`config.mk`:
```
export PLATFORM = sky130hd
export DESIGN_NAME = contiguous_bitmap_allocator_unit
export DESIGN_NICKNAME = d
export VERILOG_FILES = /design/src/rtl/cba_pkg.sv /design/src/rtl/contiguous_bitmap_allocator_unit.sv
export SDC_FILE = /design/constraint.sdc
export NUM_CORES = 1
export LEC_CHECK = 0
export BUFFER_PORTS_ARGS = -buffer_cell sky130_fd_sc_hd__buf_2
export CORE_ASPECT_RATIO = 0.75
export CORE_MARGIN = 4
export CORE_UTILIZATION = 45
export CTS_BUF_LIST = sky130_fd_sc_hd__clkbuf_4
export DETAILED_ROUTE_END_ITERATION = 16
export PLACE_DENSITY = 0.68
export REMOVE_ABC_BUFFERS = 1
export SYNTH_ARGS = -nofsm -noshare
export SYNTH_HDL_FRONTEND = slang
export SYNTH_SLANG_ARGS = --single-unit
export TNS_END_PERCENT = 10
```
`constraint.sdc`:
```
create_clock -name clock -period 15.3 [get_ports clock]
set_clock_uncertainty 0.2 [all_clocks]
set_input_delay 1.53 -clock clock [delete_from_list [all_inputs] [get_ports clock]]
set_output_delay 1.53 -clock clock [all_outputs]
set_load 0.05 [all_outputs]
```
`src/rtl/cba_pkg.sv`:
```
// ----------------------------------------------------------------------------
// Contiguous bitmap allocator package
// Shared constants, codes, beat payload types and the controller state type.
// ----------------------------------------------------------------------------
package cba_pkg;

   localparam int MEM_UNITS_DEF = 256;
   localparam int WORD_BITS     = 4;

   localparam logic [1:0] CMD_ALLOC = 2'd0;
   localparam logic [1:0] CMD_FREE  = 2'd1;
   localparam logic [1:0] CMD_CLEAR = 2'd2;

   localparam logic [1:0] POL_FIRST = 2'd0;
   localparam logic [1:0] POL_NEXT  = 2'd1;
   localparam logic [1:0] POL_BEST  = 2'd2;

   localparam logic [1:0] ST_DONE      = 2'd0;
   localparam logic [1:0] ST_NO_FIT    = 2'd1;
   localparam logic [1:0] ST_BAD_RANGE = 2'd2;

   typedef struct packed {
      logic [1:0] command;
      logic [8:0] req_size;
      logic [7:0] free_addr;
   } req_type;

   typedef struct packed {
      logic       ok;
      logic [1:0] status;
      logic [7:0] alloc_addr;
      logic       memory_full;
   } rsp_type;

   typedef enum logic [1:0] {
      FSM_IDLE,
      FSM_SCAN,
      FSM_MOD,
      FSM_RESP
   } fsm_type;

endpackage

```
`src/rtl/contiguous_bitmap_allocator_unit.sv`:
```
// ----------------------------------------------------------------------------
// Contiguous bitmap allocator
// Used/free bitmap in a word memory with first, next and best fit placement.
// ----------------------------------------------------------------------------
// One request is handled at a time. An allocate scans the bitmap one memory
// word of four units per cycle (a next fit that finds nothing makes a second
// pass from word zero), then marks the run with one read-modify-write per word
// it covers. A free walks the words of its range the same way. Clear, a bad
// size or range and an unknown command go straight to the response. The bitmap
// reads as all free after reset and after a clear.
module contiguous_bitmap_allocator_unit #(
   parameter int MEM_UNITS = cba_pkg::MEM_UNITS_DEF
) (
   input  logic             clock,
   input  logic             reset,
   input  logic             req_valid,
   output logic             req_ready,
   input  cba_pkg::req_type req_data,
   output logic             rsp_valid,
   input  logic             rsp_ready,
   output cba_pkg::rsp_type rsp_data,
   input  logic             csr_valid,
   output logic             csr_ready,
   input  logic [1:0]       csr_data
);
   import cba_pkg::*;

   localparam int W     = WORD_BITS;
   localparam int WORDS = MEM_UNITS / W;
   localparam int WB    = $clog2(W);
   localparam int WIW   = $clog2(WORDS);
   localparam int UW    = WIW + WB;
   localparam int AW    = $clog2(MEM_UNITS + 1);
   localparam int CW    = (AW > 9) ? AW + 1 : 10;

   logic [W-1:0] mem [WORDS];
   logic [WORDS-1:0] vld_ff, vld_in;
   logic [W-1:0] rd_data_ff;
   logic rd_vld_ff;
   logic mem_we;
   logic [W-1:0] mem_wd;

   fsm_type state_ff, state_in;
   logic [1:0] pol_ff, pol_in;
   logic [UW-1:0] nfs_ff, nfs_in;
   logic [AW-1:0] cnt_ff, cnt_in;
   logic [WIW-1:0] rd_idx_ff, rd_idx_in, proc_idx_ff, proc_idx_in, last_ff, last_in;
   logic issue_done_ff, issue_done_in, pv_ff, pv_in, pass_ff, pass_in;
   logic alloc_ff, alloc_in, found_ff, found_in, stop_ff, stop_in;
   logic [AW-1:0] size_ff, size_in, len_ff, len_in, best_ff, best_in;
   logic [AW-1:0] start_ff, start_in, addr_ff, addr_in, lo_ff, lo_in, hi_ff, hi_in;
   logic res_ok_ff, res_ok_in;
   logic [1:0] res_st_ff, res_st_in;
   logic [7:0] res_addr_ff, res_addr_in;
   logic rsp_valid_ff, rsp_valid_in;
   rsp_type rsp_ff, rsp_in;

   logic [W-1:0] word, nword;
   logic [AW-1:0] c_len, c_start, c_best, c_addr, u;
   logic c_found, c_stop, used, is_best, is_next, in_rng;
   logic [WB:0] freed;
   logic req_fire;
   logic [CW-1:0] sz_x, end_x;
   int j;

   assign req_ready = (state_ff == FSM_IDLE);
   assign req_fire  = req_valid && req_ready;
   assign csr_ready = 1'b1;
   assign rsp_valid = rsp_valid_ff;
   assign rsp_data  = rsp_ff;
   assign is_best   = (pol_ff == POL_BEST);
   assign is_next   = (pol_ff == POL_NEXT);
   assign word      = rd_vld_ff ? rd_data_ff : '0;
   assign sz_x      = CW'(req_data.req_size);
   assign end_x     = CW'(req_data.free_addr) + CW'(req_data.req_size);

   always_ff @(posedge clock) begin
      if (mem_we) begin
         mem[proc_idx_ff] <= mem_wd;
      end
      rd_data_ff <= mem[rd_idx_ff];
      rd_vld_ff  <= vld_ff[rd_idx_ff];
   end

   // Per-word scan and modify logic.
   always_comb begin
      c_len   = len_ff;
      c_start = start_ff;
      c_best  = best_ff;
      c_addr  = addr_ff;
      c_found = found_ff;
      c_stop  = stop_ff;
      nword   = word;
      freed   = '0;
      used    = 1'b0;
      in_rng  = 1'b0;
      u       = '0;
      for (j = 0; j < W; j++) begin
         u = AW'({proc_idx_ff, WB'(j)});
         used = word[j] || (is_next && !pass_ff && (u < AW'(nfs_ff)));
         in_rng = (u >= lo_ff) && (u < hi_ff);
         if (is_best) begin
            if (used) begin
               if (c_len >= size_ff && (!c_found || c_len < c_best)) begin
                  c_found = 1'b1;
                  c_best  = c_len;
                  c_addr  = c_start;
               end
               c_len = '0;
            end else begin
               if (c_len == '0) begin
                  c_start = u;
               end
               c_len = c_len + 1'b1;
               if (u == AW'(MEM_UNITS - 1) && c_len >= size_ff &&
                   (!c_found || c_len < c_best)) begin
                  c_found = 1'b1;
                  c_best  = c_len;
                  c_addr  = c_start;
               end
            end
         end else if (!c_found) begin
            if (used) begin
               c_len = '0;
            end else begin
               if (c_len == '0) begin
                  c_start = u;
               end
               c_len = c_len + 1'b1;
               if (c_len >= size_ff) begin
                  c_found = 1'b1;
                  c_addr  = c_start;
               end
            end
         end
         if (alloc_ff) begin
            nword[j] = word[j] | in_rng;
         end else if (in_rng && !c_stop) begin
            if (word[j]) begin
               nword[j] = 1'b0;
               freed = freed + 1'b1;
            end else begin
               c_stop = 1'b1;
            end
         end
      end
   end

   always_comb begin
      state_in      = state_ff;
      pol_in        = csr_valid ? csr_data : pol_ff;
      nfs_in        = nfs_ff;
      cnt_in        = cnt_ff;
      vld_in        = vld_ff;
      rd_idx_in     = rd_idx_ff;
      proc_idx_in   = proc_idx_ff;
      last_in       = last_ff;
      issue_done_in = issue_done_ff;
      pv_in         = 1'b0;
      pass_in       = pass_ff;
      alloc_in      = alloc_ff;
      found_in      = found_ff;
      stop_in       = stop_ff;
      size_in       = size_ff;
      len_in        = len_ff;
      best_in       = best_ff;
      start_in      = start_ff;
      addr_in       = addr_ff;
      lo_in         = lo_ff;
      hi_in         = hi_ff;
      res_ok_in     = res_ok_ff;
      res_st_in     = res_st_ff;
      res_addr_in   = res_addr_ff;
      rsp_valid_in  = rsp_valid_ff && !rsp_ready;
      rsp_in        = rsp_ff;
      mem_we        = 1'b0;
      mem_wd        = nword;
      unique case (state_ff)
         FSM_IDLE: begin
            if (req_fire) begin
               res_ok_in   = 1'b0;
               res_st_in   = ST_BAD_RANGE;
               res_addr_in = '0;
               state_in    = FSM_RESP;
               len_in      = '0;
               found_in    = 1'b0;
               best_in     = '0;
               stop_in     = 1'b0;
               pass_in     = 1'b0;
               issue_done_in = 1'b0;
               size_in     = AW'(req_data.req_size);
               unique case (req_data.command)
                  CMD_ALLOC: begin
                     alloc_in = 1'b1;
                     if (sz_x != '0 && sz_x <= CW'(MEM_UNITS)) begin
                        state_in  = FSM_SCAN;
                        rd_idx_in = (pol_ff == POL_NEXT) ? nfs_ff[UW-1:WB] : '0;
                     end
                  end
                  CMD_FREE: begin
                     alloc_in = 1'b0;
                     if (sz_x != '0 && end_x <= CW'(MEM_UNITS)) begin
                        state_in  = FSM_MOD;
                        lo_in     = AW'(req_data.free_addr);
                        hi_in     = AW'(end_x);
                        rd_idx_in = WIW'(req_data.free_addr >> WB);
                        last_in   = WIW'((end_x - 1'b1) >> WB);
                     end
                  end
                  CMD_CLEAR: begin
                     vld_in    = '0;
                     cnt_in    = '0;
                     nfs_in    = '0;
                     res_ok_in = 1'b1;
                     res_st_in = ST_DONE;
                  end
                  default: begin
                  end
               endcase
            end
         end
         FSM_SCAN: begin
            pv_in         = !issue_done_ff;
            proc_idx_in   = rd_idx_ff;
            rd_idx_in     = rd_idx_ff + 1'b1;
            issue_done_in = issue_done_ff || (rd_idx_ff == WIW'(WORDS - 1));
            if (pv_ff) begin
               len_in   = c_len;
               start_in = c_start;
               best_in  = c_best;
               addr_in  = c_addr;
               found_in = c_found;
               if ((c_found && !is_best) || proc_idx_ff == WIW'(WORDS - 1)) begin
                  pv_in = 1'b0;
                  if (c_found) begin
                     state_in  = FSM_MOD;
                     lo_in     = c_addr;
                     hi_in     = c_addr + size_ff;
                     last_in   = WIW'((c_addr + size_ff - 1'b1) >> WB);
                     rd_idx_in = WIW'(c_addr >> WB);
                  end else if (is_next && !pass_ff) begin
                     pass_in       = 1'b1;
                     len_in        = '0;
                     rd_idx_in     = '0;
                     issue_done_in = 1'b0;
                  end else begin
                     res_st_in = ST_NO_FIT;
                     state_in  = FSM_RESP;
                  end
               end
            end
         end
         FSM_MOD: begin
            pv_in       = 1'b1;
            proc_idx_in = rd_idx_ff;
            rd_idx_in   = rd_idx_ff + 1'b1;
            if (pv_ff) begin
               mem_we = 1'b1;
               vld_in[proc_idx_ff] = 1'b1;
               stop_in = c_stop;
               if (!alloc_ff) begin
                  cnt_in = cnt_ff - AW'(freed);
               end
               if (c_stop || proc_idx_ff == last_ff) begin
                  pv_in     = 1'b0;
                  state_in  = FSM_RESP;
                  res_ok_in = 1'b1;
                  res_st_in = ST_DONE;
                  if (alloc_ff) begin
                     cnt_in      = cnt_ff + size_ff;
                     nfs_in      = UW'(lo_ff);
                     res_addr_in = 8'(lo_ff);
                  end
               end
            end
         end
         FSM_RESP: begin
            if (!rsp_valid_ff || rsp_ready) begin
               rsp_valid_in       = 1'b1;
               rsp_in.ok          = res_ok_ff;
               rsp_in.status      = res_st_ff;
               rsp_in.alloc_addr  = res_addr_ff;
               rsp_in.memory_full = (cnt_ff == AW'(MEM_UNITS));
               state_in           = FSM_IDLE;
            end
         end
         default: state_in = FSM_IDLE;
      endcase
   end

   always_ff @(posedge clock) begin
      if (reset) begin
         state_ff     <= FSM_IDLE;
         pol_ff       <= POL_FIRST;
         nfs_ff       <= '0;
         cnt_ff       <= '0;
         vld_ff       <= '0;
         pv_ff        <= 1'b0;
         rsp_valid_ff <= 1'b0;
      end else begin
         state_ff     <= state_in;
         pol_ff       <= pol_in;
         nfs_ff       <= nfs_in;
         cnt_ff       <= cnt_in;
         vld_ff       <= vld_in;
         pv_ff        <= pv_in;
         rsp_valid_ff <= rsp_valid_in;
      end
   end

   always_ff @(posedge clock) begin
      rd_idx_ff     <= rd_idx_in;
      proc_idx_ff   <= proc_idx_in;
      last_ff       <= last_in;
      issue_done_ff <= issue_done_in;
      pass_ff       <= pass_in;
      alloc_ff      <= alloc_in;
      found_ff      <= found_in;
      stop_ff       <= stop_in;
      size_ff       <= size_in;
      len_ff        <= len_in;
      best_ff       <= best_in;
      start_ff      <= start_in;
      addr_ff       <= addr_in;
      lo_ff         <= lo_in;
      hi_ff         <= hi_in;
      res_ok_ff     <= res_ok_in;
      res_st_ff     <= res_st_in;
      res_addr_ff   <= res_addr_in;
      rsp_ff        <= rsp_in;
   end

`ifndef SYNTHESIS
   a_cnt_range: assert property (@(posedge clock) disable iff (reset)
      cnt_ff <= AW'(MEM_UNITS)) else $error("used count exceeds memory size");
   a_ok_status: assert property (@(posedge clock) disable iff (reset)
      rsp_valid |-> (rsp_data.ok == (rsp_data.status == ST_DONE)))
      else $error("ok and status disagree");
   a_busy: assert property (@(posedge clock) disable iff (reset)
      req_fire |=> !req_ready) else $error("request taken while busy");
`endif

endmodule

```
# Word-level counts from Yosys, hierarchy flattened
# Memories as Yosys holds them, arrays and structs flattened. A register that Yosys moved wholly into a read port is not among the register bits.
# Cells that the tools add are included.
# word_totals
regBits	197
ramBits	256
input_bits	26
out_inout_bits	15
word_cells	431
n_memories	1
# memory_table
name	depth	word_bits	read_ports	rd_ports_with_merged_regs	wr	line_no	text
mem	64	4	1	1	1	contiguous_bitmap_allocator_unit.sv:36	logic [W-1:0] mem [WORDS];
# op_classes
add_sub_neg	14
magnitude_cmp	30
eq_ne	29
n_mux	243
n_bitwise	5
n_reduce_logical	79
# op_table
operator	n
$mux W9	94
$mux W64	3
$pmux W64 S2	1
$pmux W9 S2	5
$mux W6	14
$mux W1	76
$ge A9 B9 Y1	8
$or A64 B64 Y64	1
$mux W8	6
$lt A9 B9 Y1	5
$add A9 B1 Y9 const B	4
$ge A8 B9 Y1	4
$logic_not A9 Y1	4
$lt A8 B9 Y1	4
$mux W2	17
$lt A8 B8 Y1	4
$pmux W8 S2	2
$mux W3	9
$logic_and A1 B1 Y1	25
$pmux W6 S2	2
$ne A2 B2 Y1 const B	10
$add A9 B9 Y9	2
$pmux W6 S3	1
$sub A8 B1 Y8 const B	2
38 further kinds	97

# Longest topological paths before layout
# depth
ltp_word	31
mapped_depth	54
depth_no_buf	51

# Worst setup path before layout
# No wires, ideal clock.
# synth_timing
path_kind	reg2reg
startpoint	register proc_idx_ff[1]
endpoint	register hi_ff[8], data pin
setup_time_ns	0.256
t_arrival_ns	10.901
t_required_ns	14.844
setup_slack_ns	3.943
path_stages_with_launch	50
n_path_buf	3
period_less_slack_ns	11.357
cell_sequence	edfxtp_1 -> ha_1 -> a21oi_1 -> a21o_1 -> a21oi_4 -> nor3_1 -> nand2_1 -> mux2i_1 -> ha_1 -> a21o_1 -> a21o_1 -> a221o_1 -> a2111o_1 -> o211ai_1 -> nand2_1 -> clkbuf_1 -> a21oi_1 -> inv_1 -> (+14 left out) -> a21oi_1 -> o211ai_1 -> o311a_1 -> clkbuf_1 -> o21ai_0 -> o221a_1 -> o21ai_2 -> and2_1 -> ha_1 -> a21o_1 -> a21oi_1 -> o21bai_1 -> a21oi_1 -> o21bai_1 -> a21oi_1 -> xnor2_1 -> nand3_1 -> a31o_2
# synth_between
elab_chain_cells	29
word_cells_on_any_way	120
classes_between	add/sub (4); order compare (14); eq/ne (1); mux (78); reduce/logical (23)
# synth_rtl
item	line_no	text
from (decl)	contiguous_bitmap_allocator_unit.sv:47	logic [WIW-1:0] rd_idx_ff, rd_idx_in, proc_idx_ff, proc_idx_in, last_ff, last_in;
from (signal assigned)	contiguous_bitmap_allocator_unit.sv:313	proc_idx_ff <= proc_idx_in;
branches (longest 23 deep; another with $add A9 B1 Y9)	n/a	
$mux W9 *	contiguous_bitmap_allocator_unit.sv:102	if (is_best) begin
net c_addr[2]	contiguous_bitmap_allocator_unit.sv:59	logic [AW-1:0] c_len, c_start, c_best, c_addr, u;
$add A9 B9 Y9 *	n/a	
$mux W9 *	contiguous_bitmap_allocator_unit.sv:235	if (c_found) begin
$mux W9 *	contiguous_bitmap_allocator_unit.sv:233	if ((c_found && !is_best) || proc_idx_ff == WIW'(WORDS - 1)) begin
$mux W9 *	contiguous_bitmap_allocator_unit.sv:227	if (pv_ff) begin
$pmux W9 S2 *	contiguous_bitmap_allocator_unit.sv:178	unique case (state_ff)
net hi_in[8]	contiguous_bitmap_allocator_unit.sv:51	logic [AW-1:0] start_ff, start_in, addr_ff, addr_in, lo_ff, lo_in, hi_ff, hi_in;
to (signal assigned)	contiguous_bitmap_allocator_unit.sv:326	hi_ff <= hi_in;
to (decl)	contiguous_bitmap_allocator_unit.sv:51	
# Mark *: on every way through the listed nets, which the timed path passes. The select of a mux whose other input is x is not followed.
# A chain may end at the register's enable or synchronous reset.

# Worst setup path after layout
# layout_timing
startpoint	register proc_idx_ff[1]
endpoint	register last_ff[5], data pin
# layout_between
elab_chain_cells	30
word_cells_on_any_way	121
classes_between	add/sub (5); order compare (14); eq/ne (1); mux (78); reduce/logical (23)
# layout_rtl
item	line_no	text
branches (longest 23 deep; another with $add A9 B1 Y9)	n/a	
$mux W9 *	contiguous_bitmap_allocator_unit.sv:102	
net c_addr[0]	contiguous_bitmap_allocator_unit.sv:59	
$add A9 B9 Y9 *	contiguous_bitmap_allocator_unit.sv:239	last_in = WIW'((c_addr + size_ff - 1'b1) >> WB);
$sub A8 B1 Y8 *	contiguous_bitmap_allocator_unit.sv:239	
$mux W6 *	contiguous_bitmap_allocator_unit.sv:235	
$mux W6 *	contiguous_bitmap_allocator_unit.sv:233	
$mux W6 *	contiguous_bitmap_allocator_unit.sv:227	
$pmux W6 S2 *	contiguous_bitmap_allocator_unit.sv:178	
net last_in[5]	contiguous_bitmap_allocator_unit.sv:47	
to (signal assigned)	contiguous_bitmap_allocator_unit.sv:314	last_ff <= last_in;
to (decl)	contiguous_bitmap_allocator_unit.sv:47	
# Marked as above.

==> results.yml <==
grt:
  grt_max_degree: 125
  grt_pass1_vias: 21200
  gr-usage-met2_pct: 35.4
  overflow: 0
  globalRouteMet3Util_pct: 7.51
  grt_pass1_wl_mm: 129
  use_met1_pct: 39.2
  antenna_found_initial: 4
  busiest_layer: "met1"
  grt_usage_pct: 25.8
worst_setup_path:
  cp.required_ps: 15710
  worstSetupPathType: "reg2reg"
  cpPeakStageDelay_ps: 900
  critPathMostFrequentCell: "a21o_1"
  critPathMaxFanout: 19
  worst_setup_path_start_kind: "register"
  reg2reg_from: "proc_idx_ff[1]"
  crit_arrival_ps: 14490
  critPathCaptureType: "register"
  crit_start: "proc_idx_ff[1]"
  cp_slowest_cell: "a2111oi_0"
timing:
  hold_viol: 0
  period_needed_ps: 14090
  tightest_slew_ps: 1250
  setup_viol: 0
  maxSlewViolCount: 0
  timing.fmax_ghz: 0.0710
  finalWorstSetupSlack_ps: 1210
  rsz0062_at_grt: "false"
  tns_ps: 0
  relSlewSlack_pct: 16.6
  timing.final.crit_share_pct: 92.1
synthesis:
  yosys-top-cells-area: "edfxtp_1 40%, ha_1 8.1%, dfxtp_1 6.8%, a21oi_1 4.2%, nor2_1 4.0%"
  ys_types: 109
  syn_avg_cell_area_um2: 10.6
  synth_top_area_cell: "edfxtp_1"
  synth-main-ff-cell: "edfxtp_1"
  synthArstFlopShare_pct: 0
  ys_top_cells_by_count: "365 x edfxtp_1, 287 x nor2_1, 230 x a21oi_1"
  ys_ff_latch: 457
  syn_inst: 2580
  yosysWarnings: 0
  synth.most_common_cell: "edfxtp_1"
  synth_top_area_share_pct: 40.2
  synth_edf_count: 365
  synth_area_um2: 27300
  seq_area_frac_synth_pct: 47.0
placed_design:
  dp_cells: 3332
  place.gp.congestion: 1.01
  portBuffers: 39
  place_ws_ps: 1550
  dp_hpwl_mm: 61.7
outcome:
  run_status: "complete, no violations"
finish:
  areaGrowthSynthToFinish_pct: 9.71
  layout.cells.non_filler: 3548
  utilization_pct: 50.3
  drive_gt1_share_pct: 15.4
  nets: 2865
routing:
  remaining_drc_errors: 0
  num_vias: 22300
  vias_per_cell: 6.28
  firstDrtPassIters: 6
  wl_mm: 86.2
  ant_nets: 0
  avgRoutedWirePerCell_um: 24.3
  initialDrtViolationCount: 2847
cts:
  numClockSinks: 457
  h-tree-depth: 3
  numCtsBuffers: 114
  cts.path.max_buffers: 3
  clk_pin_slew_ps: 70
  cts_setup_buffers: 0
  cts_root_buffer: "clkbuf_4"
  cts_resized: 0
  clock_latency_ps: 880
  postCtsHoldBufs: 0
  cts_tree: "built"
die:
  fp.dieW_um: 292
  row_count: 77
  initial_core_util_pct: 45.8
  die_h_um: 221
  core_area_um2: 59400
  io_pins: 41
  die_area_um2: 64600
worst_hold_path:
  hp-class: "reg2reg"
  min_from: "res_addr_ff[4]"
job:
  maxCapViolations: 0
==> layer usage <==
layer / routed length, µm / vias up
li1: - / 10000
met2: 35000 / 1305
met3: 11100 / 154
met4: 1980 / 2
met5: 11 / -
met1: 38100 / 10800
==> per-stage QoR <==
step,instance area (µm²),hold WS (ps)
after floorplan,26700,200
after global placement,28400,229
after detailed placement,28400,206
after CTS,29900,252
after global routing,29900,266
final,29900,245
==> logic make-up (layout without fill, tap and decap cells) <==
| family | after synthesis | count (layout) | synth area share [%] |
|---|---|---|---|
| and+or+nand+nor | 747 | 747 | 12.7 |
| AOI/OAI and AO/OA | 699 | 699 | 17.2 |
| DFF | 457 | 457 | 47.0 |
| buffers and inverters | 239 | 415 | 3.40 |
| muxes | 185 | 185 | 9.07 |
| adders and majority gates | 181 | 181 | 8.42 |
| xor gates and xnor gates | 71 | 71 | 2.28 |
| other | 1 | 3 | 0.0138 |
==> worst max-delay path, delay by kind of cell (launching register included) <==
kind / cells / cell delay [ps]
AOI/OAI and AO/OA: 26 / 6810
and+or+nand+nor: 7 / 2850
adders and majority gates: 6 / 1980
muxes: 2 / 850
DFF: 1 / 770
buffers and inverters: 1 / 70
xor gates and xnor gates: 2 / 260
==> worst paths after layout <==
path                       to  slack (ps)  cells past startpoint
hold / removal    rsp_data[5]         240                      0
hold reg to reg   rsp_data[5]         240                      0
setup reg to reg   last_ff[5]        1210                     44
setup / recovery   last_ff[5]        1210                     44
==> cells in the final DEF (no fill, tap or decap), types with 8 or more instances in the layout <==
cell type,count
edfxtp_1,365
nor2_1,286
a21oi_1,230
nand2_1,203
ha_1,177
clkbuf_4,165
o21ai_0,103
inv_1,102
mux2i_1,95
dfxtp_1,92
buf_4,49
xnor2_1,47
a21o_1,47
mux2_2,45
mux4_2,45
nand3_1,43
nor3_1,39
buf_2,39
clkinv_1,34
o22ai_1,34
o211ai_1,31
nand4_1,30
a211oi_1,27
xor2_1,24
a22oi_1,22
o221ai_1,22
and2_1,20
nand2b_1,20
nor4_1,16
nor2b_1,15
and3_1,15
o21bai_1,13
o21a_1,12
a31oi_1,12
o21ai_1,11
o31ai_1,10
inv_2,10
clkinv_2,9
or4_1,8
a221oi_1,8
==> state kept, by name, summed over array words and instances, names as in the netlist, 9 cells and up <==
name / count
addr_ff: 9
size_ff: 9
hi_ff: 9
len_ff: 9
mem: 256
rsp_data: 12
vld_ff: 64
best_ff: 9
lo_ff: 9
start_ff: 9
cnt_ff: 9
==> area by class of cell <==
cell class                 instances  area (µm²)
sequential                       457       12800
timing repair buffer              89         583
inverter                         112         420
antenna                            2        5.00
tap                              790         988
clock inverter                    49         292
multi-input combinational       1884       13600
clock buffer                     165        1240
fill                            5287       29500
Power is not shown: default switching activity piles up to over one toggle a cycle in this logic, so the estimate is an artifact.
